<file path="src/rtl/mhpq_pkg.sv">
`timescale 1ns / 1ps

package mhpq_pkg;

   localparam int KEY_W    = 32;
   localparam int SLOT_W   = 6;
   localparam int REQ_W    = 2;
   localparam int STATUS_W = 3;
   localparam int COUNT_W  = 7;

   typedef logic [REQ_W-1:0]    req_type_type;
   typedef logic [STATUS_W-1:0] status_type;
   typedef logic [KEY_W-1:0]    key_type;

   localparam req_type_type REQ_INSERT   = 2'd0;
   localparam req_type_type REQ_EXTRACT  = 2'd1;
   localparam req_type_type REQ_DECREASE = 2'd2;

   localparam status_type ST_OK            = 3'd0;
   localparam status_type ST_EMPTY         = 3'd1;
   localparam status_type ST_FULL          = 3'd2;
   localparam status_type ST_NOT_DECREASED = 3'd3;
   localparam status_type ST_BAD_SLOT      = 3'd4;

endpackage

</file>
<file path="src/rtl/mhpq_ram.sv">
`timescale 1ns / 1ps

module mhpq_ram #(
   parameter int WIDTH = 32,
   parameter int DEPTH = 64
) (
   input  logic                     clock,
   input  logic                     wr_en,
   input  logic [$clog2(DEPTH)-1:0] wr_addr,
   input  logic [WIDTH-1:0]         wr_data,
   input  logic                     rd_en,
   input  logic [$clog2(DEPTH)-1:0] rd_addr,
   output logic [WIDTH-1:0]         rd_data
);

   logic [WIDTH-1:0] mem [DEPTH];
   logic [WIDTH-1:0] rd_data_ff;

   always_ff @(posedge clock) begin
      if (wr_en) begin
         mem[wr_addr] <= wr_data;
      end
      if (rd_en) begin
         rd_data_ff <= mem[rd_addr];
      end
   end

   assign rd_data = rd_data_ff;

endmodule

</file>
<file path="src/rtl/min_heap_priority_queue.sv">
`timescale 1ns / 1ps

// Binary min-heap priority queue of signed 32-bit keys held in one RAM with a single
// write port and a single registered read port. Each request (insert, extract minimum,
// decrease key at a slot) returns one response with a status, the extracted or current
// minimum, a flag for that key and the entry count. Requests are served one at a time.
// Insert and decrease walk the heap upward one level at a time; extract reads one or
// two children per level walked downward through the single RAM read port. A finished
// response sits in an output register, and the next request is taken once that
// response has been loaded there. The key store needs no clearing after reset.
module min_heap_priority_queue #(
   parameter int CAPACITY = 64
) (
   input  logic                                clock,
   input  logic                                reset,
   input  logic                                req_valid,
   output logic                                req_ready,
   input  logic [mhpq_pkg::REQ_W-1:0]          req_req_type,
   input  logic signed [mhpq_pkg::KEY_W-1:0]   req_key,
   input  logic [mhpq_pkg::SLOT_W-1:0]         req_slot,
   output logic                                rsp_valid,
   input  logic                                rsp_ready,
   output logic [mhpq_pkg::STATUS_W-1:0]       rsp_status,
   output logic signed [mhpq_pkg::KEY_W-1:0]   rsp_result_key,
   output logic                                rsp_min_valid,
   output logic [mhpq_pkg::COUNT_W-1:0]        rsp_entry_count
);

   localparam int AW = (CAPACITY > 1) ? $clog2(CAPACITY) : 1;
   localparam int CW = $clog2(CAPACITY + 1);
   localparam int XW = AW + 2;
   localparam int SW = (CW > mhpq_pkg::SLOT_W) ? CW : mhpq_pkg::SLOT_W;

   localparam logic [2:0] S_IDLE = 3'd0;
   localparam logic [2:0] S_UP   = 3'd1;
   localparam logic [2:0] S_DEC  = 3'd2;
   localparam logic [2:0] S_LAST = 3'd3;
   localparam logic [2:0] S_DN_L = 3'd4;
   localparam logic [2:0] S_DN_R = 3'd5;
   localparam logic [2:0] S_PUT  = 3'd6;
   localparam logic [2:0] S_DONE = 3'd7;

   logic [2:0]                  state_ff, state_in;
   logic [AW-1:0]               pos_ff, pos_in;
   mhpq_pkg::key_type           key_ff, key_in;
   mhpq_pkg::key_type           lkey_ff, lkey_in;
   mhpq_pkg::key_type           xkey_ff, xkey_in;
   mhpq_pkg::key_type           root_ff;
   logic [CW-1:0]               count_ff, count_in;
   mhpq_pkg::status_type        status_ff, status_in;
   logic                        extracted_ff, extracted_in;
   logic                        rsp_valid_ff, rsp_valid_in;
   mhpq_pkg::status_type        rsp_status_ff, rsp_status_in;
   mhpq_pkg::key_type           rsp_key_ff, rsp_key_in;
   logic                        rsp_min_valid_ff, rsp_min_valid_in;
   logic [mhpq_pkg::COUNT_W-1:0] rsp_count_ff, rsp_count_in;

   logic                        wr_en, rd_en;
   logic [AW-1:0]               wr_addr, rd_addr;
   mhpq_pkg::key_type           wr_data, rd_data;

   logic                        accept;
   logic [AW-1:0]               cnt_pos, up_idx, up2_idx;
   logic [XW-1:0]               l_idx, r_idx, n_x, s_idx, sl_idx;
   mhpq_pkg::key_type           c_key;

   mhpq_ram #(
      .WIDTH (mhpq_pkg::KEY_W),
      .DEPTH (CAPACITY)
   ) u_ram (
      .clock   (clock),
      .wr_en   (wr_en),
      .wr_addr (wr_addr),
      .wr_data (wr_data),
      .rd_en   (rd_en),
      .rd_addr (rd_addr),
      .rd_data (rd_data)
   );

   assign req_ready = (state_ff == S_IDLE);
   assign accept    = req_valid && req_ready;

   assign cnt_pos = AW'(count_ff);
   assign up_idx  = (pos_ff - AW'(1)) >> 1;
   assign up2_idx = (up_idx - AW'(1)) >> 1;
   assign l_idx   = (XW'(pos_ff) << 1) + XW'(1);
   assign r_idx   = l_idx + XW'(1);
   assign n_x     = XW'(count_ff);

   // smaller child: right only when strictly smaller than left
   always_comb begin
      if (state_ff == S_DN_R && $signed(rd_data) < $signed(lkey_ff)) begin
         s_idx = r_idx;
         c_key = rd_data;
      end else if (state_ff == S_DN_R) begin
         s_idx = l_idx;
         c_key = lkey_ff;
      end else begin
         s_idx = l_idx;
         c_key = rd_data;
      end
   end
   assign sl_idx = (s_idx << 1) + XW'(1);

   always_comb begin
      state_in         = state_ff;
      pos_in           = pos_ff;
      key_in           = key_ff;
      lkey_in          = lkey_ff;
      xkey_in          = xkey_ff;
      count_in         = count_ff;
      status_in        = status_ff;
      extracted_in     = extracted_ff;
      rsp_valid_in     = rsp_valid_ff;
      rsp_status_in    = rsp_status_ff;
      rsp_key_in       = rsp_key_ff;
      rsp_min_valid_in = rsp_min_valid_ff;
      rsp_count_in     = rsp_count_ff;
      wr_en            = 1'b0;
      wr_addr          = pos_ff;
      wr_data          = key_ff;
      rd_en            = 1'b0;
      rd_addr          = up_idx;

      if (rsp_valid_ff && rsp_ready) begin
         rsp_valid_in = 1'b0;
      end

      unique case (state_ff)
         S_IDLE: begin
            if (accept) begin
               status_in    = mhpq_pkg::ST_OK;
               extracted_in = 1'b0;
               key_in       = req_key;
               state_in     = S_DONE;
               case (req_req_type)
                  mhpq_pkg::REQ_INSERT: begin
                     if (count_ff == CW'(CAPACITY)) begin
                        status_in = mhpq_pkg::ST_FULL;
                     end else begin
                        count_in = count_ff + CW'(1);
                        pos_in   = cnt_pos;
                        if (count_ff == '0) begin
                           wr_en   = 1'b1;
                           wr_addr = '0;
                           wr_data = req_key;
                        end else begin
                           rd_en    = 1'b1;
                           rd_addr  = (cnt_pos - AW'(1)) >> 1;
                           state_in = S_UP;
                        end
                     end
                  end
                  mhpq_pkg::REQ_EXTRACT: begin
                     if (count_ff == '0) begin
                        status_in = mhpq_pkg::ST_EMPTY;
                     end else begin
                        xkey_in      = root_ff;
                        extracted_in = 1'b1;
                        count_in     = count_ff - CW'(1);
                        if (count_ff != CW'(1)) begin
                           rd_en    = 1'b1;
                           rd_addr  = AW'(count_ff - CW'(1));
                           state_in = S_LAST;
                        end
                     end
                  end
                  mhpq_pkg::REQ_DECREASE: begin
                     if (SW'(req_slot) >= SW'(count_ff)) begin
                        status_in = mhpq_pkg::ST_BAD_SLOT;
                     end else begin
                        pos_in   = AW'(req_slot);
                        rd_en    = 1'b1;
                        rd_addr  = AW'(req_slot);
                        state_in = S_DEC;
                     end
                  end
                  default: begin
                  end
               endcase
            end
         end
         S_UP: begin
            if ($signed(key_ff) < $signed(rd_data)) begin
               wr_en   = 1'b1;
               wr_data = rd_data;
               pos_in  = up_idx;
               if (up_idx == '0) begin
                  state_in = S_PUT;
               end else begin
                  rd_en    = 1'b1;
                  rd_addr  = up2_idx;
                  state_in = S_UP;
               end
            end else begin
               wr_en    = 1'b1;
               state_in = S_DONE;
            end
         end
         S_DEC: begin
            if ($signed(rd_data) < $signed(key_ff)) begin
               status_in = mhpq_pkg::ST_NOT_DECREASED;
               state_in  = S_DONE;
            end else if (pos_ff == '0) begin
               state_in = S_PUT;
            end else begin
               rd_en    = 1'b1;
               rd_addr  = up_idx;
               state_in = S_UP;
            end
         end
         S_LAST: begin
            key_in = rd_data;
            pos_in = '0;
            if (XW'(1) < n_x) begin
               rd_en    = 1'b1;
               rd_addr  = AW'(1);
               state_in = S_DN_L;
            end else begin
               wr_en    = 1'b1;
               wr_addr  = '0;
               wr_data  = rd_data;
               state_in = S_DONE;
            end
         end
         S_DN_L, S_DN_R: begin
            lkey_in = rd_data;
            if (state_ff == S_DN_L && r_idx < n_x) begin
               rd_en    = 1'b1;
               rd_addr  = AW'(r_idx);
               state_in = S_DN_R;
            end else if ($signed(c_key) < $signed(key_ff)) begin
               wr_en   = 1'b1;
               wr_data = c_key;
               pos_in  = AW'(s_idx);
               if (sl_idx < n_x) begin
                  rd_en    = 1'b1;
                  rd_addr  = AW'(sl_idx);
                  state_in = S_DN_L;
               end else begin
                  state_in = S_PUT;
               end
            end else begin
               wr_en    = 1'b1;
               state_in = S_DONE;
            end
         end
         S_PUT: begin
            wr_en    = 1'b1;
            state_in = S_DONE;
         end
         S_DONE: begin
            if (!rsp_valid_ff || rsp_ready) begin
               rsp_valid_in     = 1'b1;
               rsp_status_in    = status_ff;
               rsp_count_in     = mhpq_pkg::COUNT_W'(count_ff);
               rsp_min_valid_in = extracted_ff || (count_ff != '0);
               if (extracted_ff) begin
                  rsp_key_in = xkey_ff;
               end else if (count_ff != '0) begin
                  rsp_key_in = root_ff;
               end else begin
                  rsp_key_in = '0;
               end
               state_in = S_IDLE;
            end
         end
         default: begin
            state_in = S_IDLE;
         end
      endcase
   end

   always_ff @(posedge clock) begin
      if (reset) begin
         state_ff     <= S_IDLE;
         count_ff     <= '0;
         rsp_valid_ff <= 1'b0;
      end else begin
         state_ff     <= state_in;
         count_ff     <= count_in;
         rsp_valid_ff <= rsp_valid_in;
      end
   end

   always_ff @(posedge clock) begin
      pos_ff           <= pos_in;
      key_ff           <= key_in;
      lkey_ff          <= lkey_in;
      xkey_ff          <= xkey_in;
      status_ff        <= status_in;
      extracted_ff     <= extracted_in;
      rsp_status_ff    <= rsp_status_in;
      rsp_key_ff       <= rsp_key_in;
      rsp_min_valid_ff <= rsp_min_valid_in;
      rsp_count_ff     <= rsp_count_in;
      // shadow copy of the root entry
      if (wr_en && wr_addr == '0) begin
         root_ff <= wr_data;
      end
   end

   assign rsp_valid       = rsp_valid_ff;
   assign rsp_status      = rsp_status_ff;
   assign rsp_result_key  = $signed(rsp_key_ff);
   assign rsp_min_valid   = rsp_min_valid_ff;
   assign rsp_entry_count = rsp_count_ff;

endmodule

</file>
<file path="config.mk">
export PLATFORM = sky130hd
export DESIGN_NAME = min_heap_priority_queue
export DESIGN_NICKNAME = d
export VERILOG_FILES = /design/src/rtl/mhpq_pkg.sv /design/src/rtl/mhpq_ram.sv /design/src/rtl/min_heap_priority_queue.sv
export SDC_FILE = /design/constraint.sdc
export NUM_CORES = 2
export LEC_CHECK = 0
export ABC_AREA = 1
export BUFFER_PORTS_ARGS = -buffer_cell sky130_fd_sc_hd__buf_2
export CAP_MARGIN = 10
export CORE_MARGIN = 4
export CORE_UTILIZATION = 30
export CTS_BUF_LIST = sky130_fd_sc_hd__clkbuf_4
export DETAILED_ROUTE_END_ITERATION = 6
export PLACE_DENSITY = 0.45
export REMOVE_ABC_BUFFERS = 1
export SLEW_MARGIN = 0
export SYNTH_ARGS = -nofsm -noshare
export SYNTH_HDL_FRONTEND = slang
export SYNTH_HIERARCHICAL = 1
export SYNTH_SLANG_ARGS = --single-unit
</file>
<file path="constraint.sdc">
create_clock -name clock -period 7.3 [get_ports clock]
set_input_delay 1.46 -clock clock [delete_from_list [all_inputs] [get_ports clock]]
set_output_delay 1.46 -clock clock [all_outputs]
set_load 0.03 [all_outputs]
</file>
==> run metrics <==
status complete, no violations; relative slew slack 16.9%; Synth Cell Area just under 100000 sq um; GR Layer Usage met2 between 30% and 40%; maximum clock frequency 141 MHz; Clock Skew 177 ps; Reg2Reg Setup Slack 220 ps; placed cell count approximately 13000; GR peak layer met2; Most used DFF post-synth edfxtp_1; worst slew pin tran 1250 ps; GRT Util Overall 19.5%; Nets 9256; crit path max-delay cell type edfxtp_1; Hold Vio Cnt, Final 0; DRC viols 0; clock transition at the registers of the reported paths 60 ps; CP max FO 26; number of synthesized register bits 2272; syn_area_per_cell 11.5 sq um; via count 69500; IO buf count 88; initial antenna violation count 25; Worst EP required 8460 ps; die width 575 um; Post-CTS Hold Fix Bufs 0; Slew Viols, Final 0; WL per Instance 24.1 um; H-tree levels 6; minimum clock period after layout 7080 ps; DRT iter0 DRCs approximately 7000; Crit. End Element register; Setup TNS 0 ps; asr flop ratio synth 0%; most frequent CP cell nand2_1; Vias/cell 5.04; Initial DRT Pass Iterations 5; Post-synth EDFFs 2261; root buffer cell clkbuf_4; TritonCTS clock tree built; Layout Cells excl Fill 13800; CP peak stage delay ~580 ps; global-route wire length before repair 478000 um; number of distinct library cells after synthesis 50; Routed WL 333000 um; row count 207; vias in the first global route 67600; area grow syn2layout 18.0%; GR Overflow Total 0; ratio of cells with drive above 1 in the final layout 17.5%; antenna-violating nets left 0; commonest non-fill, non-tap cell in the layout nand2_1; Final HPWL DP 194000 um; critical path arrival 8240 ps; initial core utilization 30.2%; WS Path Type register to register; most frequent cells in the layout nand2_1, edfxtp_1, nand3_1, clkbuf_4, buf_4; Syn. warnings 6; Num Clock Sinks 2272; Max Root-Sink Buffers 4; # IOs 89; Seq/Total Area, Yosys a little over two thirds; Max Cap Viol 0; met1 GRT Util 27.6%; met3 GRT Util ~3.6%; Chip Height 575 um; Final GP Congestion 0.869; Die ar. approximately 330000 sq um; fin crit share 96.9%; largest net degree at the start of global routing 110; endpoints failing setup 0; core area 319000 sq um; CTS buffer count 611; crit start category register; Worst-Skew Late Latency 1360 ps; HP Class input port to register; Syn Inst Count 8406
## synthesized netlist by cell type (3+ instances only)
cell type,n,share of area (%)
nor2_1,157,0.61
ha_1,121,1.6
inv_2,5,0.019
buf_6,17,0.20
xor2_1,12,0.11
a22oi_1,8,0.062
buf_1,57,0.22
o21ai_0,185,0.96
a211oi_1,11,0.086
nor3_1,34,0.18
nand2_1,2611,10
nand2_2,5,0.032
o31ai_1,3,0.023
nor4_1,3,0.019
o21ai_1,31,0.16
clkinv_1,3,0.012
a221oi_1,9,0.082
nand3_2,3,0.031
a21oi_1,112,0.58
buf_4,44,0.34
a31oi_1,6,0.039
xnor2_1,3,0.027
o211ai_1,6,0.047
o221ai_1,8,0.073
dfxtp_1,11,0.23
nand4_1,27,0.18
o2111ai_1,4,0.036
o21a_1,3,0.023
buf_2,257,1.3
edfxtp_1,2261,71
a2111oi_0,3,0.027
nand3_1,1967,10
o22ai_1,20,0.13
clkbuf_1,129,0.50
inv_1,255,0.99
## repair_timing
item                       CTS  global route
setup endpoints to repair    2            31
pin swaps                    0             1
setup buffers                1             2
cloned                       0             2
resized for setup            0            34
## critical path: cells and delay by family (launching register included)
family	cells	cell delay, ps
flip-flops	1	580
AO/OA/AOI/OAI	4	800
buffers and inverters	9	1760
AND/OR/NAND/NOR	27	2980
adder cells (fa/ha/maj)	2	660
## layer usage
metal	part of all wire (%)	vias up
li1	-	31600
met1	45	34500
met2	45	2846
met3	7.6	511
met4	2.6	4
met5	0.0072	-
## cell families after synthesis
group	after synthesis	synth area share (%)
buffers and inverters	768	3.63
xor gates and xnor gates	15	0.136
adders and majority gates	121	1.57
and+or+nand+nor	4814	21.5
AOI/OAI and AO/OA	416	2.40
DFF	2272	70.7
## registers in the layout, summed over array words and instances, names as in the netlist, 3 cells and up
register / flops
rsp_status: 3
lkey_ff: 32
u_ram/rd_data: 32
status_ff: 3
xkey_ff: 32
rsp_entry_count: 7
u_ram/mem: 2048
root_ff: 32
pos_ff: 6
key_ff: 32
rsp_result_key: 32
state_ff: 3
count_ff: 7
## path summary, 6_finish.rpt
kind                    start                end  depth (start not counted)
max          u_ram/rd_data[1]  u_ram/rd_data[21]                         42
max reg2reg  u_ram/rd_data[1]  u_ram/rd_data[21]                         42
min reg2reg      status_ff[1]      rsp_status[1]                          0
min               req_key[16]         key_ff[16]                          3
## through the flow
stage,util [%],setup WS [ps],instance area [sq um],hold slack [ps]
floorplan,-,-46070,93800,400
CTS,35.6,60.0,113000,212
finish,35.7,223,114000,417
global placement,33.2,-146,106000,403
global route,35.6,-44.0,114000,273
detailed placement,33.2,-4.01,106000,408
## final cells by class
type	instances	area, sq um
fill	31700	205000
multi-input combinational	5366	25700
inverter	264	1040
tap	4284	5360
sequential	2272	68100
clock buffer	880	6610
antenna	16	40.0
timing repair buffer	576	5760
clock inverter	134	1090
Power is not shown: default switching activity piles up to over one toggle a cycle in this logic, so the estimate is an artifact.
